**src/hdl/mppd_pkg.sv**
```systemverilog
// ----------------------------------------------------------------------------
// mppd_pkg
// shared types and constants for the mono polynomial predictor decoder
// ----------------------------------------------------------------------------
package mppd_pkg;

  localparam int SUM_WIDTH     = 48;
  localparam int LOG_FRAC_BITS = 16;
  localparam int LG_WIDTH      = 6 + LOG_FRAC_BITS;
  // front queue depth, at least 2
  localparam int QDEPTH        = 2;
  localparam int QCNT_W        = $clog2(QDEPTH + 1);
  localparam int QIDX_W        = $clog2(QDEPTH);

  localparam logic [2:0]  MODE_HEADER = 3'd4;
  localparam logic [15:0] M_RESET     = 16'd100;

  localparam logic CMD_RESIDUAL = 1'b0;
  localparam logic CMD_HEADER   = 1'b1;

  localparam logic [2:0] REG_MODE   = 3'd0;
  localparam logic [2:0] REG_WINDOW = 3'd1;

  // item handed from front to back
  typedef struct packed {
    logic                 is_hdr;
    logic [19:0]          residual;
    logic [1:0]           hdr_predictor;
    logic [15:0]          hdr_golomb_m;
    logic [31:0]          hdr_sum_seed;
  } mppd_item_t;

  typedef struct packed {
    logic [15:0] sample;
    logic        sample_valid;
    logic [15:0] golomb_m;
  } mppd_result_t;

endpackage

```
**src/hdl/mono_polynomial_predictor_decoder.sv**
```systemverilog
// the front queue register and the held output register lie between an input transfer and its result;
// an item that closes a window with a nonzero sum also runs two 16-step logs and a 17-step divide
// the held result stalls the back end until popped; no new item is taken until the logs and divide end
// reset: synchronous active-low rst_n clears queue, history, sum, window count; m = 100
// ----------------------------------------------------------------------------
// mono_polynomial_predictor_decoder
// rebuilds mono samples from residuals with adaptive golomb parameter
// ----------------------------------------------------------------------------
module mono_polynomial_predictor_decoder
  import mppd_pkg::*;
(
  input  logic               clk,
  input  logic               rst_n,
  input  logic               cfg_we,
  input  logic [2:0]         cfg_index,
  input  logic [15:0]        cfg_data,
  input  logic               push,
  output logic               full,
  input  logic               in_cmd,
  input  logic signed [19:0] in_residual,
  input  logic [1:0]         in_hdr_predictor,
  input  logic [15:0]        in_hdr_golomb_m,
  input  logic [31:0]        in_hdr_sum_seed,
  output logic               empty,
  input  logic               pop,
  output logic signed [15:0] out_sample,
  output logic               out_sample_valid,
  output logic [15:0]        out_golomb_m
);

  logic [2:0]   mode_r;
  logic [15:0]  win_r;
  logic         q_valid, q_take;
  mppd_item_t   q_item;
  mppd_result_t res;

  // configuration registers
  always_ff @(posedge clk) begin
    if (!rst_n) begin
      mode_r <= 3'd1;
      win_r  <= 16'd256;
    end else if (cfg_we) begin
      if (cfg_index == REG_MODE)   mode_r <= cfg_data[2:0];
      if (cfg_index == REG_WINDOW) win_r  <= cfg_data;
    end
  end

  mppd_front u_front (
    .clk(clk), .rst_n(rst_n), .push(push), .full(full), .mode(mode_r),
    .cmd(in_cmd), .residual(in_residual), .hdr_predictor(in_hdr_predictor),
    .hdr_golomb_m(in_hdr_golomb_m), .hdr_sum_seed(in_hdr_sum_seed),
    .q_valid(q_valid), .q_item(q_item), .q_take(q_take)
  );

  mppd_back u_back (
    .clk(clk), .rst_n(rst_n), .mode(mode_r), .window_length(win_r),
    .q_valid(q_valid), .q_item(q_item), .q_take(q_take),
    .empty(empty), .pop(pop), .res(res)
  );

  assign out_sample       = res.sample;
  assign out_sample_valid = res.sample_valid;
  assign out_golomb_m     = res.golomb_m;

endmodule

```
**src/hdl/mppd_front.sv**
```systemverilog
// ----------------------------------------------------------------------------
// mppd_front
// accepts input items, classifies them and queues them for the back end
// ----------------------------------------------------------------------------
module mppd_front
  import mppd_pkg::*;
(
  input  logic             clk,
  input  logic             rst_n,
  input  logic             push,
  output logic             full,
  input  logic [2:0]       mode,
  input  logic             cmd,
  input  logic [19:0]      residual,
  input  logic [1:0]       hdr_predictor,
  input  logic [15:0]      hdr_golomb_m,
  input  logic [31:0]      hdr_sum_seed,
  output logic             q_valid,
  output mppd_item_t       q_item,
  input  logic             q_take
);

  mppd_item_t q_r [QDEPTH];
  mppd_item_t q_nxt [QDEPTH];
  logic [QCNT_W-1:0] cnt_r, cnt_nxt;
  logic       acc;
  mppd_item_t in_item;

  always_comb begin
    in_item.is_hdr        = (cmd == CMD_HEADER);
    in_item.residual      = residual;
    in_item.hdr_predictor = hdr_predictor;
    // headers are only acted on in header mode, else they just report m
    in_item.hdr_golomb_m  = (hdr_golomb_m == 16'd0) ? 16'd1 : hdr_golomb_m;
    in_item.hdr_sum_seed  = hdr_sum_seed;
    if (mode != MODE_HEADER) begin
      in_item.hdr_predictor = 2'd0;
    end
  end

  assign full    = (cnt_r == QCNT_W'(QDEPTH));
  assign acc     = push && !full;
  assign q_valid = (cnt_r != '0);
  assign q_item  = q_r[0];

  always_comb begin
    q_nxt   = q_r;
    cnt_nxt = cnt_r;
    if (q_take && q_valid) begin
      for (int i = 0; i < QDEPTH - 1; i++) begin
        q_nxt[i] = q_r[i+1];
      end
      cnt_nxt = cnt_nxt - QCNT_W'(1);
    end
    if (acc) begin
      q_nxt[cnt_nxt[QIDX_W-1:0]] = in_item;
      cnt_nxt                    = cnt_nxt + QCNT_W'(1);
    end
  end

  always_ff @(posedge clk) begin
    q_r <= q_nxt;
    if (!rst_n) begin
      cnt_r <= '0;
    end else begin
      cnt_r <= cnt_nxt;
    end
  end

endmodule

```
**src/hdl/mppd_log.sv**
```systemverilog
// ----------------------------------------------------------------------------
// mppd_log
// iterative fixed point log2, one squaring per cycle
// ----------------------------------------------------------------------------
module mppd_log
  import mppd_pkg::*;
(
  input  logic                clk,
  input  logic                rst_n,
  input  logic                start,
  input  logic [63:0]         x,
  output logic                done,
  output logic [LG_WIDTH-1:0] lg
);

  logic [31:0] y_r, y_nxt;
  logic [5:0]  e_r, e_nxt;
  logic [LOG_FRAC_BITS-1:0] f_r, f_nxt;
  logic [4:0]  it_r, it_nxt;
  logic        busy_r, busy_nxt, done_r, done_nxt;
  logic [63:0] sq;
  logic [5:0]  lead;
  logic [63:0] norm;

  always_comb begin
    lead = 6'd0;
    for (int i = 0; i < 64; i++) begin
      if (x[i]) lead = 6'(i);
    end
  end

  always_comb begin
    if (lead >= 6'd31) norm = x >> (lead - 6'd31);
    else               norm = x << (6'd31 - lead);
  end

  // y stays below 2^32 between steps
  assign sq = 64'(y_r) * 64'(y_r);

  always_comb begin
    y_nxt = y_r; e_nxt = e_r; f_nxt = f_r; it_nxt = it_r;
    busy_nxt = busy_r; done_nxt = 1'b0;
    if (start) begin
      y_nxt = norm[31:0]; e_nxt = lead; f_nxt = '0; it_nxt = '0; busy_nxt = 1'b1;
    end else if (busy_r) begin
      f_nxt = {f_r[LOG_FRAC_BITS-2:0], 1'b0};
      if (sq[63:31] >= 33'h1_0000_0000) begin
        f_nxt[0] = 1'b1;
        y_nxt    = sq[63:32];
      end else begin
        y_nxt = sq[62:31];
      end
      it_nxt = it_r + 5'd1;
      if (it_r == 5'(LOG_FRAC_BITS - 1)) begin
        busy_nxt = 1'b0;
        done_nxt = 1'b1;
      end
    end
  end

  always_ff @(posedge clk) begin
    y_r <= y_nxt; e_r <= e_nxt; f_r <= f_nxt; it_r <= it_nxt;
    if (!rst_n) begin
      busy_r <= 1'b0; done_r <= 1'b0;
    end else begin
      busy_r <= busy_nxt; done_r <= done_nxt;
    end
  end

  assign done = done_r;
  assign lg   = {e_r, f_r};

endmodule

```
**src/hdl/mppd_back.sv**
```systemverilog
// ----------------------------------------------------------------------------
// mppd_back
// sample rebuild, magnitude sum and golomb parameter update sequencer
// ----------------------------------------------------------------------------
module mppd_back
  import mppd_pkg::*;
(
  input  logic          clk,
  input  logic          rst_n,
  input  logic [2:0]    mode,
  input  logic [15:0]   window_length,
  input  logic          q_valid,
  input  mppd_item_t    q_item,
  output logic          q_take,
  output logic          empty,
  input  logic          pop,
  output mppd_result_t  res
);

  typedef enum logic [5:0] {
    ST_IDLE = 6'b000001,
    ST_LG_T = 6'b000010,
    ST_WAIT = 6'b000100,
    ST_LG_S = 6'b001000,
    ST_DIV  = 6'b010000,
    ST_FIN  = 6'b100000
  } st_t;

  localparam logic [SUM_WIDTH-1:0] SUM_MAX = '1;

  st_t st_r, st_nxt;
  logic [15:0] h0_r, h1_r, h2_r, h0_nxt, h1_nxt, h2_nxt;
  logic [SUM_WIDTH-1:0] sum_r, sum_nxt;
  logic [16:0] wc_r, wc_nxt;
  logic [15:0] m_r, m_nxt;
  logic [1:0]  ap_r, ap_nxt;
  mppd_result_t out_r, out_nxt;
  logic        full_r, full_nxt;
  logic [LG_WIDTH-1:0] lgt_r, lgt_nxt;
  logic [LG_WIDTH-1:0] l_r, l_nxt;
  logic [LOG_FRAC_BITS:0] rem_r, rem_nxt;
  logic [LOG_FRAC_BITS:0] quo_r, quo_nxt;
  logic [LOG_FRAC_BITS:0] dvd_r, dvd_nxt;
  logic [4:0]  dc_r, dc_nxt;
  logic        lg_start;
  logic [63:0] lg_x;
  logic        lg_done;
  logic [LG_WIDTH-1:0] lg_val;

  logic [1:0]  order;
  logic [15:0] s;
  logic [19:0] mag;
  logic [16:0] weff;
  logic [SUM_WIDTH-1:0] sum_acc;
  logic [64:0] tsum;
  logic [LG_WIDTH-1:0] l_cur;
  logic [LOG_FRAC_BITS+1:0] trial;
  logic [LOG_FRAC_BITS+1:0] dsor;
  logic        q_bit;
  logic [15:0] m_div;

  mppd_log u_log (
    .clk(clk), .rst_n(rst_n), .start(lg_start), .x(lg_x), .done(lg_done), .lg(lg_val)
  );

  always_comb begin
    if (mode == MODE_HEADER)     order = ap_r;
    else if (mode < MODE_HEADER) order = mode[1:0];
    else                         order = 2'd3;
  end

  always_comb begin
    unique case (order)
      2'd0:    s = q_item.residual[15:0];
      2'd1:    s = q_item.residual[15:0] + h0_r;
      2'd2:    s = q_item.residual[15:0] + {h0_r[14:0], 1'b0} - h1_r;
      default: s = q_item.residual[15:0] + 16'(3 * h0_r) - 16'(3 * h1_r) + h2_r;
    endcase
  end

  assign mag  = q_item.residual[19] ? (20'd0 - q_item.residual) : q_item.residual;
  assign weff = (window_length == 16'd0) ? 17'h10000 : {1'b0, window_length};
  assign sum_acc = ((SUM_MAX - sum_r) < SUM_WIDTH'(mag)) ? SUM_MAX
                   : sum_r + SUM_WIDTH'(mag);
  assign tsum = 65'(sum_r) + 65'(weff);

  // restoring divide of 2^F + l - 1 by l, one quotient bit per cycle
  assign l_cur = lgt_r - lg_val;
  assign trial = {rem_r, dvd_r[LOG_FRAC_BITS]};
  assign dsor  = {1'b0, l_r[LOG_FRAC_BITS:0]};
  assign q_bit = (trial >= dsor);
  assign m_div = (quo_r > (LOG_FRAC_BITS+1)'(16'hFFFF)) ? 16'hFFFF : 16'(quo_r);

  assign q_take = (st_r == ST_IDLE) && q_valid && !full_r;
  assign empty  = !full_r;
  assign res    = out_r;

  always_comb begin
    st_nxt = st_r;
    h0_nxt = h0_r; h1_nxt = h1_r; h2_nxt = h2_r;
    sum_nxt = sum_r; wc_nxt = wc_r; m_nxt = m_r; ap_nxt = ap_r;
    out_nxt = out_r; full_nxt = full_r;
    lgt_nxt = lgt_r; l_nxt = l_r; rem_nxt = rem_r; quo_nxt = quo_r; dc_nxt = dc_r;
    dvd_nxt = dvd_r;
    lg_start = 1'b0;
    lg_x = tsum[64] ? '1 : tsum[63:0];
    if (full_r && pop) full_nxt = 1'b0;
    unique case (st_r)
      ST_IDLE: begin
        if (q_take) begin
          if (q_item.is_hdr) begin
            if (mode == MODE_HEADER) begin
              ap_nxt  = q_item.hdr_predictor;
              m_nxt   = q_item.hdr_golomb_m;
              sum_nxt = SUM_WIDTH'(q_item.hdr_sum_seed);
              out_nxt = '{sample: 16'd0, sample_valid: 1'b0,
                          golomb_m: q_item.hdr_golomb_m};
            end else begin
              out_nxt = '{sample: 16'd0, sample_valid: 1'b0, golomb_m: m_r};
            end
            full_nxt = 1'b1;
          end else begin
            h0_nxt = s; h1_nxt = h0_r; h2_nxt = h1_r;
            out_nxt.sample = s; out_nxt.sample_valid = 1'b1;
            if ((wc_r + 17'd1) >= weff) begin
              wc_nxt = '0;
              if (sum_acc == '0) begin
                m_nxt = 16'd1; out_nxt.golomb_m = 16'd1; sum_nxt = '0; full_nxt = 1'b1;
              end else begin
                sum_nxt = sum_acc;
                st_nxt  = ST_LG_T;
              end
            end else begin
              wc_nxt = wc_r + 17'd1;
              sum_nxt = sum_acc;
              out_nxt.golomb_m = m_r;
              full_nxt = 1'b1;
            end
          end
        end
      end
      ST_LG_T: begin
        lg_start = 1'b1;
        st_nxt   = ST_WAIT;
      end
      ST_WAIT: begin
        if (lg_done) begin
          lgt_nxt  = lg_val;
          lg_x     = 64'(sum_r);
          lg_start = 1'b1;
          st_nxt   = ST_LG_S;
        end
      end
      ST_LG_S: begin
        lg_x = 64'(sum_r);
        if (lg_done) begin
          l_nxt   = l_cur;
          dvd_nxt = {1'b1, {LOG_FRAC_BITS{1'b0}}} + {1'b0, l_cur[LOG_FRAC_BITS-1:0]}
                    - {{LOG_FRAC_BITS{1'b0}}, 1'b1};
          rem_nxt = '0; quo_nxt = '0; dc_nxt = '0;
          st_nxt  = ST_DIV;
        end
      end
      ST_DIV: begin
        rem_nxt = q_bit ? (trial[LOG_FRAC_BITS:0] - dsor[LOG_FRAC_BITS:0])
                        : trial[LOG_FRAC_BITS:0];
        quo_nxt = {quo_r[LOG_FRAC_BITS-1:0], q_bit};
        dvd_nxt = {dvd_r[LOG_FRAC_BITS-1:0], 1'b0};
        dc_nxt  = dc_r + 5'd1;
        if (dc_r == 5'(LOG_FRAC_BITS)) st_nxt = ST_FIN;
      end
      ST_FIN: begin
        // l of zero gives the top m, l of at least one gives m of one
        if (l_r == '0) begin
          m_nxt = 16'hFFFF;
        end else if (l_r[LG_WIDTH-1:LOG_FRAC_BITS] != '0) begin
          m_nxt = 16'd1;
        end else begin
          m_nxt = m_div;
        end
        out_nxt.golomb_m = m_nxt;
        sum_nxt  = '0;
        full_nxt = 1'b1;
        st_nxt   = ST_IDLE;
      end
      default: st_nxt = ST_IDLE;
    endcase
  end

  always_ff @(posedge clk) begin
    out_r <= out_nxt; lgt_r <= lgt_nxt; l_r <= l_nxt;
    rem_r <= rem_nxt; quo_r <= quo_nxt; dc_r <= dc_nxt; dvd_r <= dvd_nxt;
    if (!rst_n) begin
      st_r <= ST_IDLE; sum_r <= '0; wc_r <= '0; m_r <= M_RESET; ap_r <= 2'd0;
      h0_r <= '0; h1_r <= '0; h2_r <= '0;
      full_r <= 1'b0;
    end else begin
      st_r <= st_nxt; sum_r <= sum_nxt; wc_r <= wc_nxt; m_r <= m_nxt; ap_r <= ap_nxt;
      h0_r <= h0_nxt; h1_r <= h1_nxt; h2_r <= h2_nxt;
      full_r <= full_nxt;
    end
  end

endmodule
```
**config.mk**
```make
export PLATFORM = sky130hd
export DESIGN_NAME = mono_polynomial_predictor_decoder
export DESIGN_NICKNAME = d
export VERILOG_FILES = /design/src/hdl/mppd_pkg.sv /design/src/hdl/mono_polynomial_predictor_decoder.sv /design/src/hdl/mppd_front.sv /design/src/hdl/mppd_log.sv /design/src/hdl/mppd_back.sv
export SDC_FILE = /design/constraint.sdc
export NUM_CORES = 2
export LEC_CHECK = 0
export BUFFER_PORTS_ARGS = -buffer_cell sky130_fd_sc_hd__buf_2
export CAP_MARGIN = 20
export CORE_MARGIN = 2
export CORE_UTILIZATION = 50
export CTS_BUF_LIST = sky130_fd_sc_hd__clkbuf_2 sky130_fd_sc_hd__clkbuf_4 sky130_fd_sc_hd__clkbuf_8
export CTS_CLUSTER_DIAMETER = 60
export DETAILED_ROUTE_END_ITERATION = 8
export PLACE_DENSITY = 0.66
export SYNTH_ARGS = -nofsm -noshare
export SYNTH_HDL_FRONTEND = slang
export SYNTH_SLANG_ARGS = --single-unit
```
**constraint.sdc**
```tcl
create_clock -name clk -period 10.7 [get_ports clk]
set_clock_uncertainty 0.1 [all_clocks]
set_input_delay 2.14 -clock clk [delete_from_list [all_inputs] [get_ports clk]]
set_output_delay 2.14 -clock clk [all_outputs]
set_load 0.1 [all_outputs]
```
==> impl_metrics.tcl <==
set metrics [dict create \
    wire_per_inst_um 21.6 \
    num-nets-final 8558 \
    status "completed" \
    cts_htree_levels 3 \
    worstSetupEndpointType "register" \
    path_delay_family "adder cells" \
    grt_pass1_vias 52500 \
    worst_slew_pin_slew_ns 1.08 \
    synth_nets 8571 \
    drt_first_pass_iters 6 \
    rows 131 \
    grt_start_max_net_pins 93 \
    async_reset_ff_share_pct 0 \
    syn_to_final_growth_pct 6.94 \
    synth-seq-cells 495 \
    cts_inserted_buffers 85 \
    io_pins 130 \
    netlist_instances 7150 \
    clockBufferDepth 3 \
    core-area_mm2 0.128 \
    fmax_mhz 97.4 \
    drt_iter0_drc 3312 \
    die_area_mm2 0.131 \
    drv_slew 0 \
    grt_antenna_before_repair 3 \
    via_per_inst 5.68 \
    die_w_um 363 \
    final_common_cell "inv_1" \
    die_y_um 363 \
    clkTransAtPathRegs_ns 0.07 \
    start_util_pct 50.4 \
    gp_congestion 1.01 \
    slew_headroom_pct 27.5 \
    cts-root-buf "clkbuf_8" \
    synth_cell_types 106 \
    drt-total-wl_um 192000 \
    cp-start-kind "register" \
    fin_setup_tns_ns 0 \
    syn_avg_cell_area_um2 8.99 \
    yosys_warnings 0 \
    io_buffers 129 \
    fin_crit_sh_pct 95.9 \
    hp-class "register to register" \
    clk_latency_ns 0.79 \
    drc 0 \
    final_cell_mix "inv_1 (1214), fa_1 (883), nand2_1 (750)" \
    synth_top_flop_cell "dfxtp_1" \
    slowest_delay_ns 0.75 \
    hold_violations 0 \
    cap_violations 0 \
    path_buf_inv 6 \
    synth_edf_count 242 \
    vias 50400 \
    worstPathRequired_ns 11.10 \
    overflow 0 \
    synth_seq_area_share_pct 19.2 \
    worst_path_most_repeated_cell "fa_1" \
    cp_slowest_cell "edfxtp_1" \
    antenna_left 0 \
    min_period_ns 10.27 \
    dp.cells 8709 \
    dp_hpwl_um 154000 \
    finalSetupViolCount 0 \
    drive_above_1_share_pct 7.89 \
    cts_tree "done" \
    cp_data_arrival_time_ns 10.66 \
    clock_sinks 495 \
    rsz0062_at_grt "false" \
    netlist_area_mm2 0.0643 \
    final-instance-count-excl-fill 8873 \
    critPathKind "register to register" \
    grtUsageTotal_pct 29.6 \
    worstPathMaxFanout 22 \
    grt_pass1_wl_um 303000 \
    cts.repair.resized 0 \
]
==> kinds of logic (layout without fill, tap and decap cells) <==
kind of cell | Yosys count | count (layout) | share of synthesized area [%]
mux | 316 | 316 | 5.24
buf+inv | 1603 | 1662 | 9.54
compound gates | 1212 | 1212 | 12.2
xor+xnor | 227 | 227 | 3.12
flops | 495 | 495 | 19.2
simple gates | 1971 | 1971 | 14.6
other cells | 0 | 2 | 0
fa+ha+maj | 1326 | 1326 | 36.1
==> cell type report <==
cell class              count  area, um^2
repair buffers            275        1840
clock inverters            29         347
clock buffers             130        1610
well taps                1662        2080
flip-flops and latches    495       12300
inverters                1228        4610
diodes                      2        5.00
multi-input cells        5052       45900
fillers                 11900       58800
==> cell usage after synthesis (156+ instances only) <==
library cell	instances	area (um^2)
and2_1	274	1710
o21ai_0	319	1600
ha_1	443	5540
fa_1	883	17700
clkbuf_1	305	1140
edfxtp_1	242	7270
a21oi_1	278	1390
xnor2_1	156	1370
mux2i_1	265	2650
nand2_1	752	2820
nor2_1	406	1520
inv_1	1216	4560
dfxtp_1	253	5060
==> path summary, 6_finish.rpt <==
path / cells after the start / slack [ns] / to / start
setup / recovery: 31 / 0.43 / u_back.u_log.y_r[20] / u_back.u_log.y_r[9]
hold / removal: 0 / 0.32 / u_back.lgt_r[17] / u_back.u_log.e_r[1]
setup reg to reg: 31 / 0.43 / u_back.u_log.y_r[20] / u_back.u_log.y_r[9]
hold reg to reg: 0 / 0.32 / u_back.lgt_r[17] / u_back.u_log.e_r[1]
==> routing by layer <==
metal | routed length [um] | vias up | GRT usage [%]
met5 | 0 | - | 0
met4 | 13100 | 0 | 17.6
met2 | 92600 | 1691 | 50.2
li1 | - | 23300 | -
met1 | 76100 | 24900 | 36.2
met3 | 10300 | 518 | 3.74
==> per-stage QoR <==
| step | util (%) | cell area [um^2] | setup WS, ns | hold WS (ns) |
|---|---|---|---|---|
| 2_1_floorplan | - | 64300 | 1.27 | 0.326 |
| 3_3_place_gp | 52.3 | 66700 | 0.490 | 0.337 |
| 3_5_place_dp | 52.3 | 66700 | 0.319 | 0.340 |
| 4_1_cts | 53.9 | 68700 | 0.331 | 0.319 |
| 5_1_grt | 53.9 | 68700 | 0.0859 | 0.349 |
| 6_report | 53.9 | 68700 | 0.434 | 0.323 |
==> repair_timing <==
item	4_1_cts	5_1_grt
hold buffers	0	0
setup buffers	0	3
endpoints found under the setup margin	0	1
Power is not shown: default switching activity piles up to over one toggle a cycle in this logic, so the estimate is an artifact.
